**src/rtl/gtcw_pkg.sv**
```systemverilog
`default_nettype none
package gtcw_pkg;

	// Font store geometry
	localparam int GLYPH_ROWS  = 16;
	localparam int GLYPH_COUNT = 256;
	localparam int FONT_DEPTH  = GLYPH_COUNT * GLYPH_ROWS;
	localparam int FONT_AW     = $clog2(FONT_DEPTH);
	// flat index before the range check: code * GLYPH_ROWS + row, with headroom
	localparam int FULL_AW     = 8 + $clog2(GLYPH_ROWS) + 1;

	// Character cell
	localparam int CELL_ROWS   = 16;
	localparam int ROW_CW      = $clog2(CELL_ROWS);
	localparam logic [11:0] CELL_WIDTH = 12'd8;
	localparam logic [11:0] CELL_HEIGHT = 12'd16;

	// Command queue between front and back
	localparam int QUEUE_DEPTH = 2;
	localparam int QUEUE_PW    = $clog2(QUEUE_DEPTH);
	localparam int QUEUE_CW    = $clog2(QUEUE_DEPTH + 1);

	// Register reset values
	localparam logic [11:0] SCREEN_WIDTH_RST = 12'd640;
	localparam logic [11:0] LINE_STRIDE_RST  = 12'd640;
	localparam logic [11:0] CURSOR_RST       = 12'd8;

	typedef enum logic [1:0] {
		MODE_PUT       = 2'd0,
		MODE_NEWLINE   = 2'd1,
		MODE_BACKSPACE = 2'd2,
		MODE_LOAD      = 2'd3
	} mode_t;

	typedef enum logic {
		REG_SCREEN_WIDTH = 1'b0,
		REG_LINE_STRIDE  = 1'b1
	} reg_index_t;

	typedef enum logic [1:0] {
		JOB_PUT   = 2'd0,
		JOB_CLEAR = 2'd1,
		JOB_LOAD  = 2'd2
	} job_kind_t;

	typedef struct packed {
		mode_t       mode;
		logic [7:0]  code;
		logic [3:0]  glyph_row;
		logic [7:0]  row_bits;
		logic [23:0] color;
	} cmd_t;

	typedef struct packed {
		logic [11:0] pixel_x;
		logic [11:0] pixel_y;
		logic [23:0] word_offset;
		logic [7:0]  pixel_mask;
		logic [23:0] pixel_color;
		logic        last;
	} row_write_t;

	typedef struct packed {
		job_kind_t   kind;
		logic [11:0] x;
		logic [11:0] y;
		logic [7:0]  code;
		logic [3:0]  glyph_row;
		logic [7:0]  row_bits;
		logic [23:0] color;
	} job_t;

endpackage
`default_nettype wire

```
**src/rtl/gtcw_front.sv**
```systemverilog
`default_nettype none
module gtcw_front
	import gtcw_pkg::*;
(
	input  wire logic        clk,
	input  wire logic        arst_n,
	input  wire logic        accept,
	input  wire cmd_t        cmd,
	input  wire logic        cfg_we,
	input  wire logic        cfg_index,
	input  wire logic [11:0] cfg_data,
	output logic             push,
	output job_t             job,
	output logic [11:0]      line_stride
);

	logic [11:0] screen_width_q;
	logic [11:0] line_stride_q;
	logic [11:0] cursor_x_q;
	logic [11:0] cursor_y_q;

	logic [11:0] nx;
	logic [11:0] ny;
	logic [11:0] put_x;
	logic [11:0] bs_x;
	logic [11:0] bs_y;
	logic [11:0] bs_y_up;

	assign line_stride = line_stride_q;

	always_comb begin
		nx      = cursor_x_q;
		ny      = cursor_y_q;
		push    = 1'b0;
		put_x   = cursor_x_q + CELL_WIDTH;
		bs_x    = cursor_x_q;
		bs_y    = cursor_y_q;
		bs_y_up = 12'd0;
		job.kind      = JOB_PUT;
		job.x         = cursor_x_q;
		job.y         = cursor_y_q;
		job.code      = cmd.code;
		job.glyph_row = cmd.glyph_row;
		job.row_bits  = cmd.row_bits;
		job.color     = cmd.color;

		// backspace at column zero goes up a line first
		if (cursor_x_q == 12'd0) begin
			bs_x = screen_width_q;
			bs_y = (cursor_y_q >= CELL_HEIGHT) ? cursor_y_q - CELL_HEIGHT : 12'd0;
		end
		bs_y_up = (bs_y >= CELL_HEIGHT) ? bs_y - CELL_HEIGHT : 12'd0;

		case (cmd.mode)
			MODE_PUT: begin
				push = accept;
				if ({1'b0, put_x} + {1'b0, CELL_WIDTH} > {1'b0, screen_width_q}) begin
					nx = CURSOR_RST;
					ny = cursor_y_q + CELL_HEIGHT;
				end else begin
					nx = put_x;
				end
			end
			MODE_NEWLINE: begin
				nx = CURSOR_RST;
				ny = cursor_y_q + CELL_HEIGHT;
			end
			MODE_BACKSPACE: begin
				push      = accept;
				job.kind  = JOB_CLEAR;
				job.x     = bs_x - CELL_WIDTH;
				job.y     = bs_y;
				job.color = 24'd0;
				if (bs_x < CELL_WIDTH) begin
					nx = screen_width_q;
					ny = bs_y_up;
				end else begin
					nx = bs_x - CELL_WIDTH;
					ny = bs_y;
				end
			end
			MODE_LOAD: begin
				job.kind = JOB_LOAD;
				push     = accept && ({1'b0, cmd.glyph_row} < 5'(GLYPH_ROWS))
				           && ({2'b0, cmd.code} < 10'(GLYPH_COUNT));
			end
			default: begin
				push = 1'b0;
			end
		endcase
	end

	always_ff @(posedge clk or negedge arst_n) begin
		if (!arst_n) begin
			cursor_x_q <= CURSOR_RST;
			cursor_y_q <= CURSOR_RST;
		end else if (accept) begin
			cursor_x_q <= nx;
			cursor_y_q <= ny;
		end
	end

	always_ff @(posedge clk or negedge arst_n) begin
		if (!arst_n) begin
			screen_width_q <= SCREEN_WIDTH_RST;
			line_stride_q  <= LINE_STRIDE_RST;
		end else if (cfg_we) begin
			case (reg_index_t'(cfg_index))
				REG_SCREEN_WIDTH: screen_width_q <= cfg_data;
				REG_LINE_STRIDE:  line_stride_q  <= cfg_data;
				default: begin
				end
			endcase
		end
	end

endmodule
`default_nettype wire

```
**config.mk**
```make
export PLATFORM = sky130hd
export DESIGN_NAME = gtcw_front
export DESIGN_NICKNAME = d
export VERILOG_FILES = /design/src/rtl/gtcw_pkg.sv /design/src/rtl/gtcw_front.sv
export SDC_FILE = /design/constraint.sdc
export NUM_CORES = 1
export LEC_CHECK = 0
export BUFFER_PORTS_ARGS = -buffer_cell sky130_fd_sc_hd__buf_2
export CAP_MARGIN = 25
export CORE_ASPECT_RATIO = 1.5
export CORE_MARGIN = 2
export CORE_UTILIZATION = 40
export DETAILED_ROUTE_END_ITERATION = 16
export PLACE_DENSITY = 0.66
export SLEW_MARGIN = 30
export SYNTH_ARGS = -nofsm -noshare
export SYNTH_HDL_FRONTEND = slang
export SYNTH_SLANG_ARGS = --single-unit
```
**constraint.sdc**
```tcl
create_clock -name clk -period 4.1 [get_ports clk]
set_input_delay 0.615 -clock clk [delete_from_list [all_inputs] [get_ports clk]]
set_output_delay 0.615 -clock clk [all_outputs]
set_load 0.005 [all_outputs]
```
==> flow_metrics.py <==
metrics = {
    "routing": {
        "first_drt_pass_iteration_count": 4,
        "vias": 4657,
        "first_iter_violations": 229,
        "drc": 0,
        "drt-vias-per-instance": 5.652,
        "drt-total-wl_um": 14420,
        "ant_nets": 0,
        "route.detailed.wl_per_inst_um": 17.50,
    },
    "synthesis": {
        "sequential_element_share_of_the_synthesized_area": 0.2568,
        "number_of_distinct_standard_cells_referenced_by_the_synthesized_netlist": 81,
        "synth_flop_cell": "sky130_fd_sc_hd__dfrtp_1",
        "post_synth_inst_count": 596,
        "syn_area_per_cell_um2": 7.898,
        "synth_nets": 684,
        "synthesis.yosys.warnings": 0,
        "synthArstFlopShare": 1.000,
        "synth-edff-count": 0,
        "mappedNetlistArea_um2": 4707,
        "synth_seq_cells": 48,
    },
    "finish": {
        "post-route-util": 0.4759,
        "num_antenna_cells": 0,
        "layout-area-overhead-vs-synth_pct": 15.98,
        "filler_cell_count": 1167,
        "drive_above_1_share": 0.2804,
        "fin_nets": 761,
        "multi_input_gate_area_in_the_final_layout_um2": 3058,
        "regArea_um2": 1209,
    },
    "global_routing": {
        "overflow": 0,
        "largest_net_degree_at_the_start_of_global_routing": 56,
        "grt_pass1_vias": 4679,
        "global_route.usage.total": 0.2307,
        "grt_first_pass_wirelength_um": 23180,
        "antenna_found_initial": 0,
    },
    "clock_tree": {
        "cts_inserted_buffers": 5,
        "cts_tree": "done",
        "post_cts_gate_resize_count": 0,
        "post_cts_buffers": 0,
        "htreeDepth": 2,
        "cts-root-to-sink-buffers": 2,
        "latest_clock_arrival_within_the_worst_skew_pair_ns": 0.30,
        "clkSinkCount": 48,
        "clk_pin_slew_ns": 0.07,
        "cts_root_buf": "sky130_fd_sc_hd__clkbuf_16",
        "hold_buffers": 0,
    },
    "sta": {
        "max_slew.worst_pin.slew_ns": 0.6586,
        "highest_clock_rate_ghz": 0.2617,
        "report.final.slew_viol_count": 0,
        "timing.final.crit_period_ns": 3.821,
        "final.period_utilization": 0.9318,
        "hold_violations": 0,
        "final_setup_violation_count": 0,
        "setup_total_negative_slack_ns": 0,
        "worst_clock_skew_ns": 0.005493,
        "rsz_0062_raised_after_global_routing": "no",
        "slew_headroom": 0.5609,
    },
    "placement": {
        "routability_congestion": 0.9428,
        "place.detailed.hpwl_um": 11180,
        "buffer_ports.inserted": 105,
    },
    "die": {
        "core_footprint_um2": 11470,
        "die_width_um": 92.57,
        "top_level_ports": 146,
        "floorplan.initialDensity": 0.4103,
        "die_height_um": 136.9,
        "total_die_area_um2": 12670,
        "num_rows": 48,
    },
    "hold_path": {
        "worst_hold_path_type": "primary input to asynchronous set/reset pin",
    },
    "setup_path": {
        "worst_r2r_startpoint": "cursor_x_q[3]$_DFFE_PN1P_",
        "setup.worst_path.class": "register to register",
        "regToRegSetupSlack_ns": 0.28,
        "crit_path_frequent_cell": "sky130_fd_sc_hd__xnor2_1",
        "start_kind": "register",
        "slowest_delay_ns": 0.62,
        "cp_cell_sequence": "nand2_1, xnor2_1, and3_1, a21oi_1, nor3_1, xnor2_1, ha_1, nand3_1, or2_2, o32ai_1, a31oi_2, o41ai_2, a211o_1, o22ai_1",
        "crit_path_end_kind": "register",
        "crit_path_top_delay_cell": "sky130_fd_sc_hd__dfstp_2",
        "required_ns": 4.27,
        "critPathLaunch": "cursor_x_q[3]$_DFFE_PN1P_",
        "worstPathArrival_ns": 3.99,
        "critical_path_peak_fanout": 10,
    },
    "run_status": {
        "run_status": "finished clean",
    },
    "run": {
        "max-cap-violations": 0,
    },
    "pwr": {
        "power_frac_clock": 0.178,
        "p_leak_nw": 2.449,
        "post-layout-total-power_mw": 2.678,
        "power.share.switching": 0.4502,
        "switchingPower_mw": 1.206,
        "ir_worst_vdd_v": 0.0002837,
        "power_frac_comb": 0.559,
        "power_density_nw_per_um2": 490.6,
        "p_int_mw": 1.473,
        "power.sequential.fraction": 0.264,
    },
}
==> flip-flops by register name, indices dropped and copies added, names as in the netlist <==
register,count
cursor_x_q,12
line_stride,12
cursor_y_q,12
screen_width_q,12
==> per-layer routing <==
metal,track usage,part of all wire
met5,0,0
met4,0.1169,0.040
met3,0.02423,0.036
met2,0.4448,0.55
met1,0.2442,0.38
==> critical path, delay by kind of cell, from the launching register on <==
family                   cells  cell delay (ns)
AO/OA/AOI/OAI                6             1.48
XOR/XNOR                     2             0.29
adder cells (fa/ha/maj)      1             0.31
flip-flops                   1             0.62
AND/OR/NAND/NOR              5             0.99
==> cells in the mapped netlist, types with 3 or more instances <==
master,n,area [um^2]
sky130_fd_sc_hd__o31ai_1,4,30.03
sky130_fd_sc_hd__nor2_1,48,180.2
sky130_fd_sc_hd__ha_1,25,312.8
sky130_fd_sc_hd__inv_1,34,127.6
sky130_fd_sc_hd__nor4_1,7,43.79
sky130_fd_sc_hd__and3_1,5,31.28
sky130_fd_sc_hd__o221ai_1,3,26.28
sky130_fd_sc_hd__nand2b_1,5,31.28
sky130_fd_sc_hd__buf_4,23,172.7
sky130_fd_sc_hd__a22oi_1,3,22.52
sky130_fd_sc_hd__or2_2,3,18.77
sky130_fd_sc_hd__a21oi_1,35,175.2
sky130_fd_sc_hd__or3_1,4,25.02
sky130_fd_sc_hd__nand2_1,56,210.2
sky130_fd_sc_hd__xnor2_1,18,157.7
sky130_fd_sc_hd__o211ai_1,6,45.04
sky130_fd_sc_hd__dfrtp_1,42,1051
sky130_fd_sc_hd__a21boi_0,3,22.52
sky130_fd_sc_hd__nor4b_1,3,26.28
sky130_fd_sc_hd__and2_1,5,31.28
sky130_fd_sc_hd__nand4_1,6,37.54
sky130_fd_sc_hd__a211oi_1,4,30.03
sky130_fd_sc_hd__o21a_1,3,22.52
sky130_fd_sc_hd__mux2i_1,4,40.04
sky130_fd_sc_hd__nand3_1,22,110.1
sky130_fd_sc_hd__o21ai_0,41,205.2
sky130_fd_sc_hd__xor2_1,3,26.28
sky130_fd_sc_hd__buf_2,11,55.05
sky130_fd_sc_hd__nor2b_1,36,225.2
sky130_fd_sc_hd__dfstp_2,6,157.7
sky130_fd_sc_hd__clkbuf_1,21,78.83
sky130_fd_sc_hd__mux2_2,14,157.7
sky130_fd_sc_hd__a31oi_1,6,37.54
sky130_fd_sc_hd__o21ai_1,5,25.02
sky130_fd_sc_hd__a21o_1,7,52.55
sky130_fd_sc_hd__o22ai_1,5,31.28
sky130_fd_sc_hd__nor3_1,13,65.06
sky130_fd_sc_hd__o311ai_0,3,26.28
==> path summary, 6_finish.rpt <==
check	endpoint	depth (start not counted)
max	cursor_x_q[0]$_DFFE_PN0P_	14
min	cursor_x_q[8]$_DFFE_PN0P_	2
max reg2reg	cursor_x_q[0]$_DFFE_PN0P_	14
min reg2reg	cursor_y_q[3]$_DFFE_PN1P_	1
max in group asynchronous	screen_width_q[0]$_DFFE_PN0P_	2
min in group clk	cursor_y_q[3]$_DFFE_PN1P_	1
==> placed cells by master, fill, tap and decap left out, drive strengths merged, types with 7 or more instances in the layout <==
cell,netlist,routed
mux2,15,15
o211ai,7,7
nor3,15,15
nor2b,36,36
dfrtp,42,42
o21ai,47,47
xnor2,18,18
nand3,22,22
buf,38,130
a21oi,37,37
a21o,7,7
nor4,11,11
nand2,57,57
nor2,49,49
nand4,7,7
ha,25,25
inv,34,34
==> cell families after synthesis <==
logic type                 after synthesis  share of synthesized area
and+or+nand+nor                        229                     0.2576
muxes                                   19                    0.04519
AOI/OAI and AO/OA                      160                     0.2353
buffers and inverters                   94                    0.09968
DFF                                     48                     0.2568
adders and majority gates               25                    0.06645
xor gates and xnor gates                21                    0.03908
==> area by class of cell <==
cell class	count	area share
multi-input combinational	454	0.5602
sequential	48	0.2214
timing repair buffer	130	0.1306
tap	150	0.03438
clock buffer	6	0.02361
inverter	34	0.02338
clock inverter	2	0.006418
==> per-stage QoR <==
stage / hold slack (ns) / instances / cell area, um^2 / setup WS (ns)
finish: 0.4369 / 824 / 5459 / 0.2795
global route: 0.4963 / 824 / 5459 / 0.03425
CTS: 0.4657 / 824 / 5433 / 0.04464
detailed placement: 0.4835 / 816 / 5269 / 0.06640
global placement: 0.4803 / 816 / 5269 / 0.2256
floorplan: 0.3194 / 596 / 4707 / 0.5688
==> power by group through the flow <==
stage	logic (mW)	clock network, mW	registers [mW]
6_report	1.50	0.476	0.706
3_3_place_gp	1.45	0	0.706
4_1_cts	1.48	0.483	0.701
5_1_grt	1.66	0.495	0.721
2_1_floorplan	1.10	0	0.631
3_5_place_dp	1.47	0	0.709
Note: power is estimated with default switching activity, not from simulation.
