==> src/rtl/gtcw_pkg.sv <==
`default_nettype none
package gtcw_pkg;

	// Font store geometry
	localparam int GLYPH_ROWS  = 16;
	localparam int GLYPH_COUNT = 256;
	localparam int FONT_DEPTH  = GLYPH_COUNT * GLYPH_ROWS;
	localparam int FONT_AW     = $clog2(FONT_DEPTH);
	// flat index before the range check: code * GLYPH_ROWS + row, with headroom
	localparam int FULL_AW     = 8 + $clog2(GLYPH_ROWS) + 1;

	// Character cell
	localparam int CELL_ROWS   = 16;
	localparam int ROW_CW      = $clog2(CELL_ROWS);
	localparam logic [11:0] CELL_WIDTH = 12'd8;
	localparam logic [11:0] CELL_HEIGHT = 12'd16;

	// Command queue between front and back
	localparam int QUEUE_DEPTH = 2;
	localparam int QUEUE_PW    = $clog2(QUEUE_DEPTH);
	localparam int QUEUE_CW    = $clog2(QUEUE_DEPTH + 1);

	// Register reset values
	localparam logic [11:0] SCREEN_WIDTH_RST = 12'd640;
	localparam logic [11:0] LINE_STRIDE_RST  = 12'd640;
	localparam logic [11:0] CURSOR_RST       = 12'd8;

	typedef enum logic [1:0] {
		MODE_PUT       = 2'd0,
		MODE_NEWLINE   = 2'd1,
		MODE_BACKSPACE = 2'd2,
		MODE_LOAD      = 2'd3
	} mode_t;

	typedef enum logic {
		REG_SCREEN_WIDTH = 1'b0,
		REG_LINE_STRIDE  = 1'b1
	} reg_index_t;

	typedef enum logic [1:0] {
		JOB_PUT   = 2'd0,
		JOB_CLEAR = 2'd1,
		JOB_LOAD  = 2'd2
	} job_kind_t;

	typedef struct packed {
		mode_t       mode;
		logic [7:0]  code;
		logic [3:0]  glyph_row;
		logic [7:0]  row_bits;
		logic [23:0] color;
	} cmd_t;

	typedef struct packed {
		logic [11:0] pixel_x;
		logic [11:0] pixel_y;
		logic [23:0] word_offset;
		logic [7:0]  pixel_mask;
		logic [23:0] pixel_color;
		logic        last;
	} row_write_t;

	typedef struct packed {
		job_kind_t   kind;
		logic [11:0] x;
		logic [11:0] y;
		logic [7:0]  code;
		logic [3:0]  glyph_row;
		logic [7:0]  row_bits;
		logic [23:0] color;
	} job_t;

endpackage
`default_nettype wire

==> src/rtl/gtcw_queue.sv <==
`default_nettype none
module gtcw_queue
	import gtcw_pkg::*;
(
	input  wire logic clk,
	input  wire logic arst_n,
	input  wire logic push,
	input  wire job_t push_job,
	input  wire logic pop,
	output logic      full,
	output logic      valid,
	output job_t      head
);

	job_t                entry_q [QUEUE_DEPTH];
	logic [QUEUE_PW-1:0] wr_ptr_q;
	logic [QUEUE_PW-1:0] rd_ptr_q;
	logic [QUEUE_CW-1:0] count_q;

	assign full  = (count_q == QUEUE_CW'(QUEUE_DEPTH));
	assign valid = (count_q != '0);
	assign head  = entry_q[rd_ptr_q];

	always_ff @(posedge clk) begin
		if (push) begin
			entry_q[wr_ptr_q] <= push_job;
		end
	end

	always_ff @(posedge clk or negedge arst_n) begin
		if (!arst_n) begin
			wr_ptr_q <= '0;
			rd_ptr_q <= '0;
			count_q  <= '0;
		end else begin
			if (push) begin
				wr_ptr_q <= (wr_ptr_q == QUEUE_PW'(QUEUE_DEPTH - 1)) ? '0 : wr_ptr_q + 1'b1;
			end
			if (pop) begin
				rd_ptr_q <= (rd_ptr_q == QUEUE_PW'(QUEUE_DEPTH - 1)) ? '0 : rd_ptr_q + 1'b1;
			end
			case ({push, pop})
				2'b10:   count_q <= count_q + 1'b1;
				2'b01:   count_q <= count_q - 1'b1;
				default: count_q <= count_q;
			endcase
		end
	end

	assert property (@(posedge clk) disable iff (!arst_n)
		!(push && full)) else $error("queue overrun");
	assert property (@(posedge clk) disable iff (!arst_n)
		!(pop && !valid)) else $error("queue underrun");

endmodule
`default_nettype wire

==> config.mk <==
export PLATFORM = sky130hd
export DESIGN_NAME = gtcw_queue
export DESIGN_NICKNAME = d
export VERILOG_FILES = /design/src/rtl/gtcw_pkg.sv /design/src/rtl/gtcw_queue.sv
export SDC_FILE = /design/constraint.sdc
export NUM_CORES = 1
export LEC_CHECK = 0
export BUFFER_PORTS_ARGS = -buffer_cell sky130_fd_sc_hd__buf_4
export CORE_MARGIN = 2
export CORE_UTILIZATION = 47
export DETAILED_ROUTE_END_ITERATION = 10
export PLACE_DENSITY = 0.76
export SLEW_MARGIN = 10
export SYNTH_ARGS = -nofsm -noshare
export SYNTH_HDL_FRONTEND = slang
export SYNTH_SLANG_ARGS = --single-unit
==> constraint.sdc <==
create_clock -name clk -period 4 [get_ports clk]
set_clock_uncertainty 0.05 [all_clocks]
set_input_delay 0 -clock clk [delete_from_list [all_inputs] [get_ports clk]]
set_output_delay 0 -clock clk [all_outputs]
set_load 0.01 [all_outputs]
==> results by group, run 1 <==
Critical path
  – RR Endpoint: entry_q[0][5]$_DFFE_PP_
  – Critical path's largest stage delay: 0.77 ns
  – Crit path DAT: 2.10 ns
  – Crit path cell chain: buf_12 -> mux2_4 -> buf_4
  – Cells on worst reg2reg path: 2
  – Startpoint class of the critical path: register
  – Kind of critical path: register to output port
  – CP max-delay cell: dfrtp_4
  – Top Family by Delay on Critical Path: flip-flops
  – R2R setup slack: 2.06 ns
  – WP buf/inv: 2
  – Crit path depth: 3
  – Worst setup EP type: output port
  – R2r startpoint: wr_ptr_q$_DFFE_PN0P_
  – Crit-path max FO: 44
  – Required time worst endpoint: 3.95 ns

Worst hold path
  – Worst hold stages: 2
  – Hold path startpoint: push_job[7]
  – Min-delay worst type: input pin to register
  – Hold EP: entry_q[1][7]$_DFFE_PP_

Die
  – Io pins: 146
  – Core Area: 11500 sq um
  – Row cnt: 39
  – Die area: 12800 sq um
  – Chip Height: 113 um
  – Die Span X: 113 um
  – Initial Util: 48.5%

Timing
  – Total negative setup slack: 0 ns
  – Fmax: 466 MHz
  – # setup viols final: 0
  – Final Hold Fails: 0
  – Hold Slack: 0.268 ns
  – Tmin final: 2.15 ns
  – Headroom to the max-slew limit: 35.5%
  – Final Max Slew Viols: 0
  – Final period util: 53.7%
  – RSZ-0062 raised after global routing: no
  – Worst Tran Pin Value: 0.965 ns

Layout
  – Multi-input gate area: 1140 sq um
  – Final #Nets: 541
  – # fillers: 734
  – Area grow syn2layout: 44.8%
  – Ant. Diodes: 0
  – Commonest non-fill, non-tap cells in the layout: buf_4 (145), edfxtp_1 (140), dlygate4sd3_1 (74), mux2_4 (69), clkbuf_16 (17)
  – Reg area: 4310 sq um
  – Layout cells sized above 1: 52.1%
  – Commonest non-fill, non-tap cell in the layout: buf_4

GRT
  – Initial antenna violation count: 0
  – First-pass GRT wire length: 16.1 mm
  – Largest net degree at the start of global routing: 71
  – Total global-route track usage: 16.8%
  – Gr ovfl total: 0
  – Vias in the first global route: 3207

Yosys
  – Fraction of the mapped netlist area in adder cells: 0.224%
  – Cell count after synthesis: 234
  – Simple-Gate Fraction of Synth Area: 0.470%
  – XOR/XNOR share of the synthesized area: 0.784%
  – Post-synthesis mux area share: 18.7%
  – Synth cell types: 14
  – Flops & latches, synth: 144
  – Post-Syn Area: 5590 sq um
  – Ys Warns: 0
  – Syn Area/Cell: 23.9 sq um
  – Syn_nets: 309
  – Post-synthesis compound-gate area fraction: 0%
  – Largest family of logic cells by synthesized area: multiplexers
  – Seq/Total Area, Yosys: 77.0%

Clock network
  – Clock tree sinks: 144
  – Clock root buffer: clkbuf_16
  – H-tree depth: 4
  – CTS tree: built
  – Total CTS buffers: 17
  – Clock Tree Buf Depth: 2
  – Cts hold-fix bufs: 74
  – Number of gates resized after cts: 0
  – Worst-skew pair later-pin latency: 0.40 ns
  – Clk slew on worst S/H paths: 0.06 ns
  – Post-CTS setup buffer count: 0

Pwr
  – VDD IR-drop max: 0.000500 V
  – PD cells: 677 nW/um^2
  – Leak: 3.28 nW
  – Power Total: 5.48 mW

Outcome
  – Status: finished with violations
  – Failing checks: DRC

Drt
  – DRT iter0 DRCs: 126
  – Drc violations: 12
  – DR vias/cell: 4.74
  – Final WL: 10.4 mm
  – Pre-antenna DRT Iters: 7
  – Per-cell routed wire length: 16.8 um
  – Vias: 2931
  – Final ANT Viol Nets: 0

Run
  – Max-Cap Viols: 0

Placed design
  – Final RePlAce weighted congestion: 0.677
  – Hpwl dp: 5.89 mm
  – Buffers on Ports: 145
==> synth_stat cells <==
| cell | n | area (sq um) |
|---|---|---|
| mux2_2 | 1 | 11.3 |
| mux2_4 | 69 | 1040 |
| buf_12 | 7 | 140 |
| dfrtp_1 | 4 | 100 |
| xnor2_1 | 2 | 17.5 |
| and2_1 | 1 | 6.26 |
| edfxtp_1 | 140 | 4200 |
| buf_6 | 1 | 11.3 |
| ha_1 | 1 | 12.5 |
| nor2b_1 | 1 | 6.26 |
| nor2_1 | 2 | 7.51 |
| inv_1 | 1 | 3.75 |
| xor2_1 | 3 | 26.3 |
| or2_2 | 1 | 6.26 |
==> final cells by class <==
type                    instances  share of cell area (%)
well taps                     143                    2.21
flip-flops and latches        144                    53.2
multi-input cells              81                    14.1
clock buffers                  17                    5.26
clock inverters                12                    2.09
inverters                       1                  0.0464
repair buffers                221                    23.1
==> through the flow <==
step	util, %	cell area [sq um]	instances	setup WS (ns)
2_1_floorplan	-	5590	234	0.121
3_3_place_gp	58.7	6760	516	2.10
3_5_place_dp	58.7	6760	516	2.04
4_1_cts	70.3	8090	619	1.82
5_1_grt	70.3	8090	619	1.77
6_report	70.3	8090	619	1.85
==> registers in the layout, summed over array words and instances, names as in the netlist <==
register  cells
entry_q     140
count_q       2
rd_ptr_q      1
wr_ptr_q      1
==> worst max-delay path by stage <==
| stage | end | startpoint | slack [ns] |
|---|---|---|---|
| floorplan | entry_q[0][0]$_DFFE_PP_ | wr_ptr_q$_DFFE_PN0P_ | 0.12 |
| global placement | entry_q[0][3]$_DFFE_PP_ | wr_ptr_q$_DFFE_PN0P_ | 2.10 |
| detailed placement | entry_q[0][56]$_DFFE_PP_ | wr_ptr_q$_DFFE_PN0P_ | 2.04 |
| finish | head[2] | rd_ptr_q$_DFFE_PN0P_ | 1.85 |
| global route | head[24] | rd_ptr_q$_DFFE_PN0P_ | 1.77 |
| CTS | head[24] | rd_ptr_q$_DFFE_PN0P_ | 1.82 |
==> where the power goes <==
group / switching, mW / leakage, nW / internal (mW)
combinational: 0.712 / 1.64 / 1.01
sequential: 0.159 / 1.36 / 2.01
clock: 0.558 / 0.282 / 1.03
==> worst register-to-register path, cell delays in order (launching register included) <==
cell     delay [ns]
dfrtp_1        0.43
nor2_4         0.77
buf_12         0.33
==> logic make-up (layout without fill, tap and decap cells) <==
family / Yosys count / in the layout
flip-flops: 144 / 144
multiplexers: 70 / 70
buffers and inverters: 9 / 251
XOR/XNOR: 5 / 5
AND/OR/NAND/NOR: 5 / 5
adder cells (fa/ha/maj): 1 / 1
==> routing by layer <==
metal / routed length, um / vias up / global-route usage (%)
met1: 4160 / 1431 / 19.0
met2: 5430 / 108 / 29.8
met3: 662 / 9 / 5.20
met5: 0 / - / 0
li1: - / 1383 / -
met4: 118 / 0 / 6.67
Note: power is estimated with default switching activity, not from simulation.
==> inputs of run 2 (changes only) <==
- CORE_UTILIZATION: 47 -> 52
- PLACE_DENSITY: 0.76 -> 0.8
- clock period: 4 -> 2.2 ns (I/O delays scaled with it)
==> results by group, run 2 (same netlist as run 1, synthesis figures left out) <==
Drt
  – Vias: 3003
  – Pre-antenna DRT Iters: 4
  – DRT iter0 DRCs: 182
  – DR vias/cell: 4.87
  – Drc violations: 0
  – Final WL: 11.1 mm
  – Per-cell routed wire length: 18.0 um
  – Final ANT Viol Nets: 0

Timing
  – Fmax: 482 MHz
  – # setup viols final: 0
  – Final setup margin: 0.126 ns
  – Hold Slack: 0.158 ns
  – RSZ-0062 raised after global routing: no
  – Worst Tran Pin Value: 0.439 ns
  – Final Hold Fails: 0
  – Headroom to the max-slew limit: 70.8%
  – Final Max Slew Viols: 0
  – Total negative setup slack: 0 ns
  – Tmin final: 2.07 ns
  – Final period util: 94.3%

Clock network
  – Clk slew on worst S/H paths: 0.07 ns
  – Cts hold-fix bufs: 74
  – Worst-skew pair later-pin latency: 0.51 ns
  – Number of gates resized after cts: 0
  – Clock tree sinks: 144
  – Clock Tree Buf Depth: 2
  – Post-CTS setup buffer count: 0
  – Clock root buffer: clkbuf_8
  – CTS tree: built
  – Total CTS buffers: 17
  – H-tree depth: 4

GRT
  – Total global-route track usage: 19.8%
  – Gr ovfl total: 0
  – Initial antenna violation count: 0
  – Largest net degree at the start of global routing: 71
  – First-pass GRT wire length: 16.5 mm
  – Vias in the first global route: 3183

Critical path
  – CP max-delay cell: dfrtp_4
  – Required time worst endpoint: 2.15 ns
  – Startpoint class of the critical path: register
  – WP buf/inv: 2
  – Crit path cell chain: buf_12 -> mux2_4 -> buf_4
  – Kind of critical path: register to output port
  – Worst setup EP type: output port
  – Critical path's largest stage delay: 0.71 ns
  – Crit path DAT: 2.02 ns
  – R2R setup slack: 0.70 ns
  – Top Family by Delay on Critical Path: flip-flops
  – Crit-path max FO: 26

Placed design
  – Placed standard-cell area: 6790 sq um
  – Buffers on Ports: 145
  – Inst Count DP: 511
  – Worst slack at placement: 0.683 ns
  – Final RePlAce weighted congestion: 0.692
  – Hpwl dp: 6.30 mm

Run
  – Max-Cap Viols: 0

Pwr
  – VDD IR-drop max: 0.000704 V
  – Power Total: 9.85 mW
  – PD cells: 1220 nW/um^2
  – Leak: 3.28 nW

Die
  – Chip Height: 108 um
  – Row cnt: 37
  – Initial Util: 53.9%
  – Core Area: 10400 sq um
  – Io pins: 146
  – Die Span X: 108 um
  – Die area: 11600 sq um

Layout
  – Area grow syn2layout: 44.8%
  – Final std cells w/o fill: 617
  – Ant. Diodes: 0
  – Commonest non-fill, non-tap cell in the layout: buf_4
  – Layout cells sized above 1: 52.4%
  – Max reg flops: 140
  – Biggest regs: entry_q (140), count_q (2)
  – Biggest register: entry_q
  – Post-route cell area: 8090 sq um
  – Final #Nets: 543
  – Commonest non-fill, non-tap cells in the layout: buf_4 (145), edfxtp_1 (140), dlygate4sd3_1 (74), mux2_4 (69), clkbuf_16 (16)
  – Post-layout util: 78.0%

Outcome
  – Status: completed

Worst hold path
  – Min-delay worst type: input pin to register
==> run 2: where the power goes <==
group | internal (mW) | switching, mW | leakage [nW] | total, mW
logic | 1.89 | 1.35 | 1.66 | 3.24
registers | 3.65 | 0.275 | 1.36 | 3.93
clock network | 1.61 | 1.07 | 0.259 | 2.68
total | 7.14 | 2.70 | 3.28 | 9.85
==> run 2: routing by layer <==
metal / vias to the layer above / GRT usage (%) / part of all wire (%)
met5: - / 0 / 0
met4: 0 / 6.32 / 0.45
met3: 4 / 7.20 / 6.5
met2: 120 / 34.5 / 54
met1: 1488 / 22.6 / 39
li1: 1391 / - / -
==> run 2: layout make-up <==
class,count,area (sq um)
sequential,144,4310
fill,565,2280
timing repair buffer,223,1910
multi-input combinational,81,1140
clock buffer,18,418
tap,136,170
clock inverter,14,141
inverter,1,3.75
==> run 2: worst paths after layout <==
check                                       start                  endpoint  depth (start not counted)
setup / recovery             rd_ptr_q$_DFFE_PN0P_                  head[56]                          3
setup reg to reg             wr_ptr_q$_DFFE_PN0P_  entry_q[1][37]$_DFFE_PP_                          2
max in group asynchronous                  arst_n      rd_ptr_q$_DFFE_PN0P_                          3
hold / removal                       push_job[64]  entry_q[1][64]$_DFFE_PP_                          2
min in group asynchronous                  arst_n      rd_ptr_q$_DFFE_PN0P_                          3
hold reg to reg            count_q[1]$_DFFE_PN0P_    count_q[1]$_DFFE_PN0P_                          1
